`config.mk`:
```
export PLATFORM = sky130hd
export DESIGN_NAME = lphs_front
export DESIGN_NICKNAME = d
export VERILOG_FILES = /design/src/rtl/core/linear_probe_hash_set_core_defines.svh /design/src/rtl/core/lphs_pkg.sv /design/src/rtl/core/lphs_front.sv
export SDC_FILE = /design/constraint.sdc
export NUM_CORES = 1
export LEC_CHECK = 0
export BUFFER_PORTS_ARGS = -buffer_cell sky130_fd_sc_hd__buf_2
export CORE_ASPECT_RATIO = 0.75
export CORE_MARGIN = 2
export CORE_UTILIZATION = 30
export DETAILED_ROUTE_END_ITERATION = 10
export PLACE_DENSITY_LB_ADDON = 0.08
export SYNTH_ARGS = -nofsm -noshare
export SYNTH_HDL_FRONTEND = slang
export SYNTH_SLANG_ARGS = --single-unit
```
`constraint.sdc`:
```
create_clock -name clk -period 12.4 [get_ports clk]
set_input_delay 1.86 -clock clk [delete_from_list [all_inputs] [get_ports clk]]
set_output_delay 1.86 -clock clk [all_outputs]
set_load 0.005 [all_outputs]
```
`src/rtl/core/linear_probe_hash_set_core_defines.svh`:
```
// assertion macros for the linear probe hash set core
// used by linear_probe_hash_set_core; expects clk and rst in scope
`ifndef LINEAR_PROBE_HASH_SET_CORE_DEFINES_SVH
`define LINEAR_PROBE_HASH_SET_CORE_DEFINES_SVH

// same-cycle implication
`define LPHS_ASSERT_IMP(lbl, ante, cons) \
  lbl: assert property (@(posedge clk) disable iff (rst) (ante) |-> (cons)) \
    else $error("lphs assertion failed");

// next-cycle implication
`define LPHS_ASSERT_NXT(lbl, ante, cons) \
  lbl: assert property (@(posedge clk) disable iff (rst) (ante) |=> (cons)) \
    else $error("lphs assertion failed");

`endif

```
`src/rtl/core/lphs_pkg.sv`:
```
// types, constants and helpers of the linear probe hash set core
// no dependencies; imported by every module of the core
package lphs_pkg;

  // slot count, a power of two
  localparam int TABLE_SLOTS  = 512;
  localparam int SLOT_W       = (TABLE_SLOTS > 1) ? $clog2(TABLE_SLOTS) : 1;
  localparam int KEY_W        = 32;
  localparam int SLOT_FIELD_W = 9;

  localparam logic [KEY_W-1:0] HASH_MULT = 32'd2654435761;
  localparam logic [SLOT_W-1:0] SLOT_LAST = SLOT_W'(TABLE_SLOTS - 1);

  typedef enum logic [1:0] {
    CMD_INSERT = 2'd0,
    CMD_LOOKUP = 2'd1,
    CMD_CLEAR  = 2'd2
  } cmd_t;

  typedef enum logic [2:0] {
    ST_INSERTED  = 3'd0,
    ST_DUPLICATE = 3'd1,
    ST_FULL      = 3'd2,
    ST_PRESENT   = 3'd3,
    ST_ABSENT    = 3'd4,
    ST_CLEARED   = 3'd5
  } status_t;

  typedef struct packed {
    cmd_t             cmd;
    logic [KEY_W-1:0] key;
  } in_t;

  typedef struct packed {
    status_t                 status;
    logic [SLOT_FIELD_W-1:0] slot;
  } out_t;

  // classified word passed from front to back
  typedef struct packed {
    cmd_t              cmd;
    logic [KEY_W-1:0]  key;
    logic [SLOT_W-1:0] home;
  } job_t;

  typedef struct packed {
    logic             valid;
    logic [KEY_W-1:0] key;
  } entry_t;

  function automatic logic [SLOT_FIELD_W-1:0] slot_field(input logic [SLOT_W-1:0] idx);
    slot_field = SLOT_FIELD_W'(idx);
  endfunction

endpackage

```
`src/rtl/core/lphs_front.sv`:
```
// front end: accepts input words and computes the home slot
// depends on lphs_pkg
module lphs_front (
  input  logic           clk,
  input  logic           rst,
  input  logic           hold,
  input  logic           in_valid,
  output logic           in_ready,
  input  lphs_pkg::in_t  in_data,
  output logic           push_valid,
  input  logic           push_ready,
  output lphs_pkg::job_t push_data
);
  import lphs_pkg::*;

  logic                  fv;
  job_t                  fjob;
  logic [2*KEY_W-1:0]    prod;

  assign prod       = (2*KEY_W)'(in_data.key) * (2*KEY_W)'(HASH_MULT);
  assign in_ready   = !hold && (!fv || push_ready);
  assign push_valid = fv;
  assign push_data  = fjob;

  always_ff @(posedge clk) begin
    if (rst) begin
      fv <= 1'b0;
    end else if (in_valid && in_ready) begin
      fv        <= 1'b1;
      fjob.cmd  <= in_data.cmd;
      fjob.key  <= in_data.key;
      fjob.home <= prod[SLOT_W-1:0];
    end else if (push_ready) begin
      fv <= 1'b0;
    end
  end

endmodule

```
==> impl_metrics.csv, run 1 <==
group,metric,value,unit
clocking,cts_tree,"done",
worst_setup_path,regToRegSetupSlack,10870,ps
place,dpl_cell_area,2028,sq um
logic_synthesis,yosys_warnings,0,
floorplanning,dieArea,5778,sq um
worst_setup_path,cp_data_arrival_time,4620,ps
place,pre_cts_slack,7540,ps
grt,grt_max_degree,40,
detailed_routing,routedWlPerCell,13.60,um
grt,grt_pass1_vias,923,
clocking,cts_max_level,2,
place,place.gp.congestion,0.7149,
floorplanning,dieHeight,66.33,um
run_status,status,"completed",
floorplanning,io_pins,84,
job,drv_cap,0,
worst_setup_path,crit_fanout,3,
timing,fmax,218.6,MHz
worst_setup_path,end_kind,"flip-flop",
grt,antenna_found_initial,0,
worst_setup_path,r2r-start,"push_valid$_SDFFE_PP0P_",
timing,layout_setup_ws,7825,ps
power,p_int,213.2,uW
clocking,hold_buffers,0,
grt,grt-ovfl-total,0,
finish,finalInstanceArea,2110,sq um
timing,maxSlewHeadroom,65.65,%
power,combPwrFrac,13.3,%
worst_setup_path,cp.required,12440,ps
timing,final_max_slew_viol_count,0,
logic_synthesis,ys_ff_latch,40,
place,portBuffers,83,
clocking,clkSinkCount,40,
worst_hold_path,hold_path_startpoint,"push_valid$_SDFFE_PP0P_",
finish,fin_nets,218,
floorplanning,rows,22,
detailed_routing,drt_iter0_markers,50,
logic_synthesis,syn_area_per_cell,20.18,sq um
grt,track_usage,11.16,%
worst_setup_path,crit_type,"primary input to flip-flop",
detailed_routing,drc,0,
power,peakVddDrop,37.19,uV
timing,post-route-min-period,4575,ps
logic_synthesis,ys_seq_area_share,76.65,%
finish,drive_above_1_share,56.10,%
timing,tightestPinTransition,515.3,ps
clocking,clk_pin_slew_worst_paths,70,ps
logic_synthesis,ys_types,13,
clocking,post_cts_buffers,0,
timing,fin_setup_tns,0,ps
clocking,insertion_delay,290,ps
floorplanning,placeableCoreArea,4955,sq um
power,p_leak,0.0009159,uW
timing,finalHoldViolCount,0,
clocking,cts_made_buffers,5,
detailed_routing,via_count,939,
logic_synthesis,syn-cell-area,1554,sq um
clocking,root_buffer,"clkbuf_8",
detailed_routing,first_pass_iters,3,
worst_hold_path,worst_hold_path_type,"flip-flop to flip-flop",
power,seq_power_share,56.7,%
logic_synthesis,netlist_instances,77,
finish,area_growth,35.75,%
timing,grt_setup_unrepaired,"false",
worst_setup_path,start_kind,"primary input",
detailed_routing,antenna_left,0,
detailed_routing,wl,3.047,mm
floorplanning,start_util,31.36,%
grt,grt_pass1_wl,4.602,mm
timing,period_share,36.90,%
floorplanning,die_x,87.11,um
clocking,clock_tree.buffer_depth,2,
finish,layout_commonest_cell,"buf_2",
logic_synthesis,synth_nets,131,
timing,skew,8.046,ps
detailed_routing,vias_per_cell,4.192,
clocking,cts_resized,0,
finish,final_cell_mix,"83 x buf_2, 39 x edfxtp_1, 13 x ha_1",
power,p_clk_share,29.9,%
power,p_per_area,130.8,nW/um^2
power,p_sw,62.70,uW
finish,diodes,0,
place,hpwl,2.208,mm
worst_setup_path,crit_start,"in_data[2]",
timing,finalSetupViolations,0,
power,p_sw_share,22.73,%
synthesized netlist by cell type:
cell | instances | share of area (%)
edfxtp_1 | 39 | 75
fa_1 | 2 | 2.6
nor2b_1 | 1 | 0.40
a21oi_1 | 1 | 0.32
buf_4 | 4 | 1.9
nor4b_1 | 1 | 0.56
nor2_1 | 2 | 0.48
dfxtp_1 | 1 | 1.3
xnor3_1 | 1 | 1.4
xor2_1 | 1 | 0.56
xnor2_1 | 6 | 3.4
inv_1 | 5 | 1.2
ha_1 | 13 | 10
power by group through the flow:
stage,combinational (uW),sequential [uW],clock (uW)
6_report,36.8,157,82.6
5_1_grt,42.6,157,94.3
4_1_cts,38.0,157,87.0
3_5_place_dp,37.5,160,0
3_3_place_gp,36.5,160,0
2_1_floorplan,20.4,161,0
metal layers:
metal	share of wire [%]	track usage, %
met3	7.3	3.496
met5	0	0
met2	45	16.70
met4	1.7	6.346
met1	46	14.26
sequential cells by signal, indices dropped and copies added, names as in the netlist:
register and flops:
push_valid 1, push_data 39
through the flow:
| step | std cells | util [%] | hold slack (ps) | power (uW) |
|---|---|---|---|---|
| 3_5_place_dp | 217 | 40.93 | 645.9 | 197.1 |
| 6_report | 224 | 42.58 | 658.4 | 275.9 |
| 3_3_place_gp | 217 | 40.93 | 643.2 | 196.1 |
| 4_1_cts | 224 | 42.58 | 660.0 | 281.6 |
| 5_1_grt | 224 | 42.58 | 694.0 | 293.9 |
| 2_1_floorplan | 77 | - | 626.0 | 181.3 |
final timing paths:
| kind | endpoint | depth (start not counted) |
|---|---|---|
| worst min register to register | push_valid$_SDFFE_PP0P_ | 3 |
| worst max register to register | push_data[29]$_DFFE_PP_ | 3 |
| worst min-delay path | push_valid$_SDFFE_PP0P_ | 3 |
| worst max-delay path | push_data[8]$_DFFE_PP_ | 10 |
worst max-delay path, stage by stage:
cell and delay (ps):
buf_2 120, ha_1 290, ha_1 270, ha_1 300, fa_1 540, inv_1 60
fa_1 430, xor2_1 170, xnor3_1 440, xnor2_1 130
layout make-up:
class	count	area, sq um
clock buffers	5	68.82
clock inverters	2	12.51
fillers	470	2845
inverters	5	18.77
multi-input cells	28	320.3
flip-flops and latches	40	1191
well taps	60	75.07
repair buffers	84	422.9
kinds of logic after synthesis:
logic type	share of synthesized area, %
AO/OA/AOI/OAI	0.3218
buffers and inverters	3.140
XOR/XNOR	5.394
flip-flops	76.65
adder cells (fa/ha/maj)	13.04
AND/OR/NAND/NOR	1.450
No activity file was read; power rests on OpenSTA's default activity.
==> run 2: changes to the inputs <==
- ABC_AREA: default -> 1
- clock period: 12.4 -> 4.1 ns (I/O delays scaled with it)
==> run 2 against run 1 <==
Compared with the run above: synthesized area increased by 4.5%; final cell count increased by 19%; sequential share of layout area decreased by 2.2 points; combinational power increased to 3.2 times the previous value; critical path depth increased by 5; largest cell class unchanged; highest routed layer unchanged.
==> impl_metrics.csv, run 2 <==
group,metric,value,unit
power,p_clk_share,30.3,%
detailed_routing,via_count,1056,
floorplanning,dieHeight,67.72,um
floorplanning,start_util,30.67,%
worst_setup_path,crit_start,"in_data[2]",
worst_setup_path,cp.required,4150,ps
worst_setup_path,r2r_end,"push_data[7]$_DFFE_PP_",
logic_synthesis,syn_area_per_cell,15.47,sq um
timing,period_share,74.56,%
logic_synthesis,yosys_warnings,0,
finish,regArea,1191,sq um
grt,grt_pass1_vias,977,
clocking,clkSinkCount,40,
grt,track_usage,10.13,%
clocking,clk_pin_slew_worst_paths,80,ps
detailed_routing,first_pass_iters,4,
floorplanning,io_pins,84,
power,seq_power_share,56.0,%
worst_setup_path,r2r_cells,5,
grt,grt_pass1_wl,4.471,mm
detailed_routing,wl,3.223,mm
finish,fillers,524,
logic_synthesis,yosysMostFrequentCell,"edfxtp_1",
timing,skew,5.914,ps
clocking,root_buffer,"clkbuf_8",
logic_synthesis,synth_edf_count,39,
finish,multi_input_area,346.6,sq um
detailed_routing,vias_per_cell,3.955,
logic_synthesis,ys_types,14,
worst_setup_path,crit_fanout,3,
power,p_sw,202.3,uW
worst_hold_path,worst_hold_path_type,"flip-flop to flip-flop",
worst_setup_path,crit_path_frequent_cell,"nand2_1",
grt,grt-ovfl-total,0,
floorplanning,rows,23,
job,drv_cap,0,
logic_synthesis,yosysTopAreaCell,"edfxtp_1",
timing,finalHoldViolCount,0,
detailed_routing,routedWlPerCell,12.07,um
worst_setup_path,r2r-start,"push_valid$_SDFFE_PP0P_",
clocking,cts_tree,"done",
run_status,status,"completed",
timing,layout_setup_ws,1043,ps
clocking,insertion_delay,290,ps
clocking,post_cts_buffers,0,
worst_setup_path,path_cells,"buf_2 -> ha_1 -> ha_1 -> ha_1 -> fa_1 -> inv_1 -> fa_1 -> inv_1 -> nand3_1 -> nand2_1 -> inv_1 -> nand2_2 -> nand2_1 -> nand2_1 -> nand2_1",
power,peakVddDrop,101.7,uV
timing,tightestPinTransition,1094,ps
clocking,cts_resized,0,
worst_setup_path,cp-endpoint,"push_data[8]$_DFFE_PP_",
finish,drive_above_1_share,50.00,%
timing,grt_setup_unrepaired,"false",
timing,whs,486.3,ps
clocking,cts_max_level,2,
logic_synthesis,synth_nets,159,
worst_setup_path,regToRegSetupSlack,2290,ps
logic_synthesis,netlist_instances,105,
detailed_routing,drc,0,
place,portBuffers,83,
finish,largest_reg_flops,39,
logic_synthesis,ys_seq_area_share,73.34,%
place,hpwl,2.501,mm
finish,layout_commonest_cell,"buf_2",
power,p_int,640.3,uW
logic_synthesis,synth_area_leaders,"edfxtp_1 72%, ha_1 10%, nand2_1 4.2%",
timing,fin_setup_tns,0,ps
clocking,cts_made_buffers,5,
logic_synthesis,syn-cell-area,1624,sq um
finish,fin_nets,245,
worst_setup_path,critPathSlowestCell,"fa_1",
logic_synthesis,ys_ff_latch,40,
finish,final_cell_mix,"83 x buf_2, 39 x edfxtp_1, 18 x nand2_1",
power,p_leak,0.001006,uW
worst_setup_path,crit_type,"primary input to flip-flop",
clocking,hold_buffers,0,
detailed_routing,antenna_left,0,
power,p_per_area,383.7,nW/um^2
worst_setup_path,slowest_delay,540,ps
worst_setup_path,end_kind,"flip-flop",
worst_setup_path,cp_data_arrival_time,3110,ps
power,combPwrFrac,13.7,%
finish,utilization,41.47,%
floorplanning,die_x,88.96,um
floorplanning,placeableCoreArea,5295,sq um
logic_synthesis,async_reset_ff_share,0,%
logic_synthesis,synthFlopType,"edfxtp_1",
power,p_sw_share,24.01,%
finish,area_growth,35.21,%
timing,fmax,327.1,MHz
timing,finalSetupViolations,0,
grt,grt_max_degree,40,
grt,antenna_found_initial,0,
place,place.gp.congestion,0.7800,
timing,final_max_slew_viol_count,0,
timing,maxSlewHeadroom,26.92,%
timing,post-route-min-period,3057,ps
finish,diodes,0,
logic_synthesis,synthTopCellsByCount,"39 x edfxtp_1, 18 x nand2_1, 14 x inv_1",
logic_synthesis,synth_top_area_share,72.11,%
clocking,clock_tree.buffer_depth,2,
floorplanning,dieArea,6024,sq um
worst_setup_path,start_kind,"primary input",
detailed_routing,drt_iter0_markers,30,
place,pre_cts_slack,721.1,ps
run 2: changes by cell type after synthesis, moves of 3 or more:
cell and change:
nand2_1 +18, nand3_1 +5, inv_1 +9, xnor2_1 -4, inv_2 +3
run 2: final cells by class:
type                       instances  share of cell area, %
multi-input combinational         44                  15.78
sequential                        40                  54.24
clock inverter                     2                 0.5698
tap                               75                  4.273
inverter                          17                  2.906
timing repair buffer              83                  18.92
clock buffer                       6                  3.305
run 2: logic make-up after synthesis:
group | synth area share [%]
flip-flops | 73.34
buffers and inverters | 5.778
XOR/XNOR | 1.079
AND/OR/NAND/NOR | 7.010
adder cells (fa/ha/maj) | 12.48
AO/OA/AOI/OAI | 0.3079
run 2: worst min path at each step:
stage,start,endpoint,slack (ps),cells past startpoint
final,push_valid$_SDFFE_PP0P_,push_valid$_SDFFE_PP0P_,490,2
after global routing,in_data[12],push_data[21]$_DFFE_PP_,480,1
after CTS,in_data[12],push_data[21]$_DFFE_PP_,480,1
after detailed placement,push_valid$_SDFFE_PP0P_,push_valid$_SDFFE_PP0P_,480,2
after global placement,push_valid$_SDFFE_PP0P_,push_valid$_SDFFE_PP0P_,470,2
after floorplan,push_valid$_SDFFE_PP0P_,push_valid$_SDFFE_PP0P_,480,2
run 2: worst max-delay path, delay by kind of cell:
kind / cells / cell delay (ps)
adders and majority gates: 5 / 1860
buffers and inverters: 4 / 300
and+or+nand+nor: 6 / 330
run 2: per-stage QoR:
step,std cells,power [uW],cell area (sq um)
2_1_floorplan,105,548.3,1624
6_report,267,842.6,2196
3_5_place_dp,259,600.5,2111
4_1_cts,267,858.0,2196
5_1_grt,267,889.8,2196
3_3_place_gp,259,594.0,2111
run 2: power groups by stage:
stage	Clock, uW	Combinational, uW	Sequential (uW)
3_5_place_dp	0	119	481
2_1_floorplan	0	64.5	484
5_1_grt	281	136	473
3_3_place_gp	0	113	481
4_1_cts	266	120	472
6_report	255	116	472
run 2: layer usage:
metal	track usage (%)	share of wire, %	vias up	routed length, um
li1	-	-	527	-
met1	13.65	46	470	1484
met2	14.83	43	51	1398
met3	3.423	8.6	8	276
met4	4.478	2.0	0	64
met5	0	0	-	0
