`config.mk`:
```
export PLATFORM = sky130hd
export DESIGN_NAME = lphs_queue
export DESIGN_NICKNAME = d
export VERILOG_FILES = /design/src/rtl/core/linear_probe_hash_set_core_defines.svh /design/src/rtl/core/lphs_pkg.sv /design/src/rtl/core/lphs_queue.sv
export SDC_FILE = /design/constraint.sdc
export NUM_CORES = 1
export LEC_CHECK = 0
export BUFFER_PORTS_ARGS = -buffer_cell sky130_fd_sc_hd__clkbuf_2
export CAP_MARGIN = 20
export CORE_MARGIN = 10
export CORE_UTILIZATION = 40
export DETAILED_ROUTE_END_ITERATION = 16
export GPL_TIMING_DRIVEN = 0
export MAX_ROUTING_LAYER = met4
export PLACE_DENSITY = 0.68
export SLEW_MARGIN = 15
export SYNTH_ARGS = -nofsm -noshare
export SYNTH_HDL_FRONTEND = slang
export SYNTH_SLANG_ARGS = --single-unit
```
`constraint.sdc`:
```
create_clock -name clk -period 6.2 [get_ports clk]
set_input_delay 0.31 -clock clk [delete_from_list [all_inputs] [get_ports clk]]
set_output_delay 0.31 -clock clk [all_outputs]
set_load 0.1 [all_outputs]
```
`src/rtl/core/linear_probe_hash_set_core_defines.svh`:
```
// assertion macros for the linear probe hash set core
// used by linear_probe_hash_set_core; expects clk and rst in scope
`ifndef LINEAR_PROBE_HASH_SET_CORE_DEFINES_SVH
`define LINEAR_PROBE_HASH_SET_CORE_DEFINES_SVH

// same-cycle implication
`define LPHS_ASSERT_IMP(lbl, ante, cons) \
  lbl: assert property (@(posedge clk) disable iff (rst) (ante) |-> (cons)) \
    else $error("lphs assertion failed");

// next-cycle implication
`define LPHS_ASSERT_NXT(lbl, ante, cons) \
  lbl: assert property (@(posedge clk) disable iff (rst) (ante) |=> (cons)) \
    else $error("lphs assertion failed");

`endif

```
`src/rtl/core/lphs_pkg.sv`:
```
// types, constants and helpers of the linear probe hash set core
// no dependencies; imported by every module of the core
package lphs_pkg;

  // slot count, a power of two
  localparam int TABLE_SLOTS  = 512;
  localparam int SLOT_W       = (TABLE_SLOTS > 1) ? $clog2(TABLE_SLOTS) : 1;
  localparam int KEY_W        = 32;
  localparam int SLOT_FIELD_W = 9;

  localparam logic [KEY_W-1:0] HASH_MULT = 32'd2654435761;
  localparam logic [SLOT_W-1:0] SLOT_LAST = SLOT_W'(TABLE_SLOTS - 1);

  typedef enum logic [1:0] {
    CMD_INSERT = 2'd0,
    CMD_LOOKUP = 2'd1,
    CMD_CLEAR  = 2'd2
  } cmd_t;

  typedef enum logic [2:0] {
    ST_INSERTED  = 3'd0,
    ST_DUPLICATE = 3'd1,
    ST_FULL      = 3'd2,
    ST_PRESENT   = 3'd3,
    ST_ABSENT    = 3'd4,
    ST_CLEARED   = 3'd5
  } status_t;

  typedef struct packed {
    cmd_t             cmd;
    logic [KEY_W-1:0] key;
  } in_t;

  typedef struct packed {
    status_t                 status;
    logic [SLOT_FIELD_W-1:0] slot;
  } out_t;

  // classified word passed from front to back
  typedef struct packed {
    cmd_t              cmd;
    logic [KEY_W-1:0]  key;
    logic [SLOT_W-1:0] home;
  } job_t;

  typedef struct packed {
    logic             valid;
    logic [KEY_W-1:0] key;
  } entry_t;

  function automatic logic [SLOT_FIELD_W-1:0] slot_field(input logic [SLOT_W-1:0] idx);
    slot_field = SLOT_FIELD_W'(idx);
  endfunction

endpackage

```
`src/rtl/core/lphs_queue.sv`:
```
// two-entry queue between front and back
// depends on lphs_pkg
module lphs_queue (
  input  logic           clk,
  input  logic           rst,
  input  logic           push_valid,
  output logic           push_ready,
  input  lphs_pkg::job_t push_data,
  output logic           pop_valid,
  input  logic           pop,
  output lphs_pkg::job_t pop_data
);
  import lphs_pkg::*;

  job_t       q [2];
  logic       wptr;
  logic       rptr;
  logic [1:0] count;
  logic       do_push;
  logic       do_pop;

  assign push_ready = (count != 2'd2);
  assign pop_valid  = (count != 2'd0);
  assign pop_data   = q[rptr];
  assign do_push    = push_valid && push_ready;
  assign do_pop     = pop && pop_valid;

  always_ff @(posedge clk) begin
    if (do_push) begin
      q[wptr] <= push_data;
    end
  end

  always_ff @(posedge clk) begin
    if (rst) begin
      wptr  <= 1'b0;
      rptr  <= 1'b0;
      count <= 2'd0;
    end else begin
      if (do_push) begin
        wptr <= !wptr;
      end
      if (do_pop) begin
        rptr <= !rptr;
      end
      if (do_push && !do_pop) begin
        count <= count + 2'd1;
      end else if (do_pop && !do_push) begin
        count <= count - 2'd1;
      end
    end
  end

endmodule

```
==> results of run 1 <==
==> metal layers <==
layer  routed length [um]  part of all wire (%)  track usage [%]
met1                 2648                    42            11.50
met2                 3281                    52            17.47
met4                  118                   1.9            4.970
met5                    0                     0                -
met3                  296                   4.7            3.139
==> path summary, 6_finish.rpt <==
kind                       end  cells past startpoint     startpoint
setup / recovery  pop_data[21]                      4       register
hold / removal        q[1][17]                      1  push_data[17]
setup reg to reg      q[1][25]                      3       count[0]
hold reg to reg           rptr                      2           rptr
==> metrics by stage <==
step,util (%),area (um2),instances
finish,51.25,4169,372
detailed placement,48.59,3953,356
global placement,48.08,3911,354
floorplan,-,3324,158
CTS,51.25,4169,372
global route,51.25,4169,372
==> cell usage after synthesis (all sizes together) <==
cell,instances,area (um2)
a21bo,1,10.01
a21oi,2,10.01
and2,1,6.260
and3,1,6.260
buf,5,35.03
dfxtp,5,100.1
edfxtp,86,2582
ha,1,12.51
inv,1,3.750
mux2,43,484.2
nand2b,1,6.260
nand3b,1,7.510
nor2,3,11.26
o21ai,2,10.01
or2,1,6.260
or3,1,6.260
xor2,3,26.28
==> kinds of logic after synthesis <==
group	synth area share (%)
compound gates	0.9033
xor+xnor	0.7905
fa+ha+maj	0.3763
buf+inv	1.167
flops	80.69
mux	14.57
simple gates	1.506
==> cells in the final DEF (no fill, tap or decap), types with 3 or more instances in the layout <==
cell type and n:
sky130_fd_sc_hd__buf_4 4, sky130_fd_sc_hd__clkbuf_2 91, sky130_fd_sc_hd__clkbuf_8 9, sky130_fd_sc_hd__dfxtp_1 5, sky130_fd_sc_hd__edfxtp_1 86, sky130_fd_sc_hd__mux2_2 43
sky130_fd_sc_hd__nor2_1 3, sky130_fd_sc_hd__xor2_1 3
==> worst register-to-register path, cell delays in order (launching register included) <==
cell	delay, ps
sky130_fd_sc_hd__dfxtp_1	420
sky130_fd_sc_hd__nand2b_1	210
sky130_fd_sc_hd__and3_2	540
sky130_fd_sc_hd__buf_12	260
==> sequential cells by signal (all words and copies together), names as in the netlist, named ones only <==
signal and count:
q 86, count 2, rptr 1, wptr 1
==> layout make-up <==
cell class	count	area, um2
fill	696	3965
sequential	91	2683
multi-input combinational	61	604.3
timing repair buffer	93	495.5
tap	105	131.4
clock buffer	9	123.9
clock inverter	7	92.59
buffer	5	35.03
inverter	1	3.754
==> metrics.txt, run 1 <==
status finished, final reports clean; DIE WIDTH about 110 um; Initial DRC Count 46; wire length of the first global-routing pass roughly 10 mm; pin count of the biggest net entering global routing 27; Ys Warns 0; number of antenna violations at the first check in global routing 0; aggregate global-route resource usage a little over a tenth; post-synthesis cell area about 3300 um2; final routed wirelength across all metal layers about 6.3 mm; Setup Crit Path Kind reg2out; average routed wire per standard cell 17.05 um; highest clock frequency the design can meet roughly 480 MHz; number of buffers and inverters on the critical path 3; Post-CTS Hold Fix Bufs 0; total number of H-tree levels 3; WP data required 5890 ps; vias per inst around 4.7; post-route ant nets 0; final net count 310; total clock buffers created by CTS 9; Pins Over Slew Limit 0; max-cap violations 0; area of the placeable core 8134 um2; vias in the first global route 2000; period utilisation layout 33.76%; routed via count around 1700; Avg Inst Size Synth 21.04 um2; highest fanout seen on the critical path 10; distinct cell type count of the synthesized netlist 18; Congestion Overflow GR 0; Reg clk slew, reported paths approximately 90 ps; worst slack at placement approximately 4400 ps; number of sinks driven by the clock tree a little over 90; critical path launch point type register; HPWL reported at the end of detailed placement roughly 4.5 mm; Antenna diodes 0; buffer levels on the longest clock path 2; share of layout cells above drive strength 1 approximately three fifths; actual transition at the worst max-transition pin around 570 ps; number of primary I/O pins around 90; worst max-slew margin expressed relative to the limit just over 60%; class of the most critical hold timing path in2reg; count of buffers inserted at the top-level ports 91; die outline area around 12000 um2; Critical Path Sink Type output pin; Gate Count Post-Synth about 160; post-synthesis sequential area ratio 80.69%; RSZ-0062 raised after global routing false; Fin Clk Skew roughly 5.8 ps; Slowest-stage cell, CP sky130_fd_sc_hd__clkbuf_2; kind of cell with the highest combined delay on the critical path buffers and inverters; Setup WS post-layout between 4000 and 5000 ps; number of optimization iterations in the first detailed-route pass 3; Final Hold Vio Count 0; buffers inserted during post-CTS setup optimization 0; Final setup viols 0; chip height approximately 110 um; time the final worst path needs with I/O delays and setup 2093 ps; total of flip-flops plus latches after synthesis just over 90; clock root buffer sky130_fd_sc_hd__clkbuf_8; Post-Syn Nets 206; effective utilization at floorplan approximately two fifths; worst stage delay on the critical path ~370 ps; final hold slack 148.0 ps; Placement Rows 33; TritonCTS clock tree done; area added between synthesis and finish 25.40%; worst-path cell chain buf_2, buf_4, mux2_2, clkbuf_2; Fin Setup TNS 0 ps; number of gates resized after cts 0; arrival time at the worst endpoint around 1800 ps; flop-to-flop setup slack approximately 4500 ps; gpl congestion slightly below 0.7; drt drc 0; Worst-Skew Late Latency between 300 and 400 ps
Power of run 1 is not shown: default switching activity piles up to over one toggle a cycle in this logic, so the estimate is an artifact.
==> inputs of run 2 (changes only) <==
--- a/config.mk
+++ b/config.mk
@@ -5,6 +5,7 @@
 export SDC_FILE = /design/constraint.sdc
 export NUM_CORES = 1
 export LEC_CHECK = 0
+export ABC_AREA = 1
 export BUFFER_PORTS_ARGS = -buffer_cell sky130_fd_sc_hd__clkbuf_2
 export CAP_MARGIN = 20
 export CORE_MARGIN = 10
@@ -12,7 +13,7 @@
 export DETAILED_ROUTE_END_ITERATION = 16
 export GPL_TIMING_DRIVEN = 0
 export MAX_ROUTING_LAYER = met4
-export PLACE_DENSITY = 0.68
+export PLACE_DENSITY = 0.7
 export SLEW_MARGIN = 15
 export SYNTH_ARGS = -nofsm -noshare
 export SYNTH_HDL_FRONTEND = slang
==> constraint.sdc (replaced) <==
create_clock -name clk -period 1.9 [get_ports clk]
set_input_delay 0.095 -clock clk [delete_from_list [all_inputs] [get_ports clk]]
set_output_delay 0.095 -clock clk [all_outputs]
set_load 0.1 [all_outputs]
==> run 2 against run 1 <==
Net effect:
- clock-buffer cell count did not move
- highest routed layer unchanged
- synthesized cell count rose by 8.2%
- via count rose by 13%
- global-route usage rose by 0.44 points
- core utilization rose by 4.6 points
- synthesized area rose by 6.7%
- die area rose by 5.5%
- non-clock buffer count rose by 43
- cell count rose by 16%
- hold slack got worse by 110 ps
- critical path depth rose by 1
- first-iteration DRC count fell by 17%
==> metrics.txt, run 2 <==
pin count of the biggest net entering global routing 25 (-7.4%); total clock buffers created by CTS 9 (unchanged); number of buffers and inverters on the critical path 2 (-1); Pins Over Slew Limit 0 (unchanged); synth cell count leaders 86 x sky130_fd_sc_hd__edfxtp_1, 40 x sky130_fd_sc_hd__mux2_4, 9 x sky130_fd_sc_hd__nand2_1, 8 x sky130_fd_sc_hd__inv_1, 7 x sky130_fd_sc_hd__nor2_1; routing usage on met3 3.092% (-0.046 points); buffer levels on the longest clock path 2 (unchanged); post-synthesis cell area 3547 um2 (+6.7%); gpl congestion 0.6487 (-6.1%); Critical Path Sink Type register; arrival time at the worst endpoint 1850 ps (+70 ps); Slowest-stage cell, CP sky130_fd_sc_hd__nor2_4; Setup Crit Path Kind reg2reg; class of the most critical hold timing path in2reg; worst-path cell chain inv_2, nand2_8, nand2_2, nor2_4, buf_16; beginning of the worst hold path rst; DIE WIDTH 114.2 um (+2.7%); highest fanout seen on the critical path 24 (+14); largest cells by area after synthesis sky130_fd_sc_hd__edfxtp_1 73%, sky130_fd_sc_hd__mux2_4 17%, sky130_fd_sc_hd__dfxtp_1 2.8%; Placement Rows 34 (+3.0%); total power per unit cell area 1553 nW/um2; final hold slack 36.13 ps (-111.8 ps); Avg Inst Size Synth 20.74 um2 (-1.4%); average routed wire per standard cell 15.65 um (-8.2%); number of sinks driven by the clock tree 91 (unchanged); Gate Count Post-Synth 171 (+8.2%); total of flip-flops plus latches after synthesis 91 (unchanged); met1 usage in global routing 11.46% (-0.040 points); count of buffers inserted at the top-level ports 91 (unchanged); RSZ-0062 raised after global routing true; Fin Clk Skew 9.784 ps (+3.991 ps); post-layout instance area 4845 um2 (+16%); Antenna diodes 0 (unchanged); number of instances in the placed design 372 (+4.5%); share of layout cells above drive strength 1 50.15% (-9.8 points); wire length of the first global-routing pass 10.90 mm (+8.0%); Worst-Skew Late Latency 350 ps (about the same); busiest layer in global routing met2; top cell type by total area after synthesis sky130_fd_sc_hd__edfxtp_1; number of optimization iterations in the first detailed-route pass 3 (unchanged); kind of cell with the highest combined delay on the critical path simple AND/OR/NAND/NOR gates; final routed wirelength across all metal layers 6.745 mm (+6.3%); area of the placeable core 8678 um2 (+6.7%); highest clock frequency the design can meet approximately 560 MHz; count of non-filler cells in the finished layout 431 (+16%); status finished, final reports clean; number of antenna violations at the first check in global routing 0 (unchanged); area added between synthesis and finish 36.58%; Final setup viols 0 (unchanged); final net count 366 (+18%); max reg flops 86 (unchanged); actual transition at the worst max-transition pin 817.6 ps (+246.1 ps); drt drc 0 (unchanged); period utilisation layout a little over nine tenths; worst max-slew margin expressed relative to the limit 45.36% (-17 points); Synth Flop Type sky130_fd_sc_hd__edfxtp_1; Top reg by flops q; aggregate global-route resource usage 11.03% (+0.44 points); vias in the first global route 2224 (+11%); chip height 114.2 um (+2.7%); number of primary I/O pins 92 (unchanged); most common library cell in the layout ignoring fill and taps sky130_fd_sc_hd__clkbuf_2; clock root buffer sky130_fd_sc_hd__clkbuf_8; Ys Warns 0 (unchanged); most frequent cells in the layout 91 x sky130_fd_sc_hd__clkbuf_2, 86 x sky130_fd_sc_hd__edfxtp_1, 43 x sky130_fd_sc_hd__dlygate4sd3_1, 40 x sky130_fd_sc_hd__mux2_4, 9 x sky130_fd_sc_hd__clkbuf_8; post-synthesis sequential area ratio 75.63% (-5.1 points); routed via count 1951 (+13%); FFs w/ async S/R, synth 0% (unchanged); global routing met2 resource utilization 19.13% (+1.7 points); vias per inst 4.527 (-2.8%); static leakage around 2 nW; HPWL reported at the end of detailed placement 4.690 mm (+4.3%); Yosys top cell area share 72.80% (-4.9 points); max-cap violations 0 (unchanged); post-layout utilization of the core 55.82% (+4.6 points); TritonCTS clock tree done; Final Hold Vio Count 0 (unchanged); total number of H-tree levels 3 (unchanged); die outline area 13030 um2 (+5.5%); post-route ant nets 0 (unchanged); largest registers q: 86 flops, count: 2 flops; critical path launch point type register; Reg clk slew, reported paths 80 ps (about the same); Post-Place Cell Area 4222 um2 (+6.8%); buffers inserted during post-CTS setup optimization 0 (unchanged); Worst Setup SP count[0]; Post-Syn Nets 219 (+6.3%); maximum vdd ir drop 0.001073 V; WP data required 1950 ps (-3940 ps); effective utilization at floorplan 40.87% (about the same); time the final worst path needs with I/O delays and setup 1797 ps; Initial DRC Count 38 (-17%); Fin Setup TNS 0 ps (unchanged); cell with the most instances after synthesis sky130_fd_sc_hd__edfxtp_1; worst stage delay on the critical path 640 ps (+270 ps); Congestion Overflow GR 0 (unchanged); EDFF count, synth 86 (unchanged); distinct cell type count of the synthesized netlist 14 (-4); FF-to-FF Start count[0]
==> run 2: per-layer routing <==
layer,up-vias,part of all wire (%)
met3,9,5.0
met2,52,53
met1,946,40
met4,0,1.4
li1,944,-
met5,-,0
==> run 2: final timing paths <==
path	to	slack, ps	cells after the start
hold / removal	count[1]	40	4
hold reg to reg	register	500	2
setup / recovery	q[1][33]	100	5
setup reg to reg	q[1][33]	100	5
==> run 2: area by class of cell <==
class                      instances  area (um2)
buffer                             5       91.34
clock buffer                       9       123.9
clock inverter                     7       68.82
fill                             724        3834
inverter                           8       30.03
multi-input combinational         67       779.5
sequential                        91        2683
tap                              108       135.1
timing repair buffer             136       933.4
==> run 2: repair_timing <==
item                                   4_1_cts  5_1_grt
setup endpoints to repair                   22       42
cloned                                       0        0
hold buffers                                43        0
gates resized for setup                      0        1
endpoints found under the hold margin       86        0
pin swaps                                    1        0
==> run 2: cell families (layout without fill, tap and decap cells) <==
logic type | count (synthesis) | in the layout | share of synthesized area, %
flip-flops | 91 | 91 | 75.63
multiplexers | 43 | 43 | 17.88
AND/OR/NAND/NOR | 19 | 19 | 2.152
buffers and inverters | 13 | 165 | 3.422
AO/OA/AOI/OAI | 4 | 4 | 0.5644
adder cells (fa/ha/maj) | 1 | 1 | 0.3527
==> run 2: stage by stage <==
stage	total power, mW	setup WS, ps
after global routing	7.856	-4.437
final	7.525	103.5
after global placement	6.208	-218.4
after floorplan	5.765	47.84
after CTS	7.629	5.683
after detailed placement	6.292	-2.761
==> run 2: worst register-to-register path, delay by kind of cell (launching register included) <==
kind | cells | cell delay (ps)
flip-flops | 1 | 350
buffers and inverters | 2 | 340
AND/OR/NAND/NOR | 3 | 810
==> run 2: power breakdown <==
group	switching (mW)	leakage [nW]	internal [mW]
sequential	0.0898	0.843	2.53
combinational	2.76	1.01	0.882
clock	0.654	0.0966	0.603
Power figures use the tool's default switching activity.
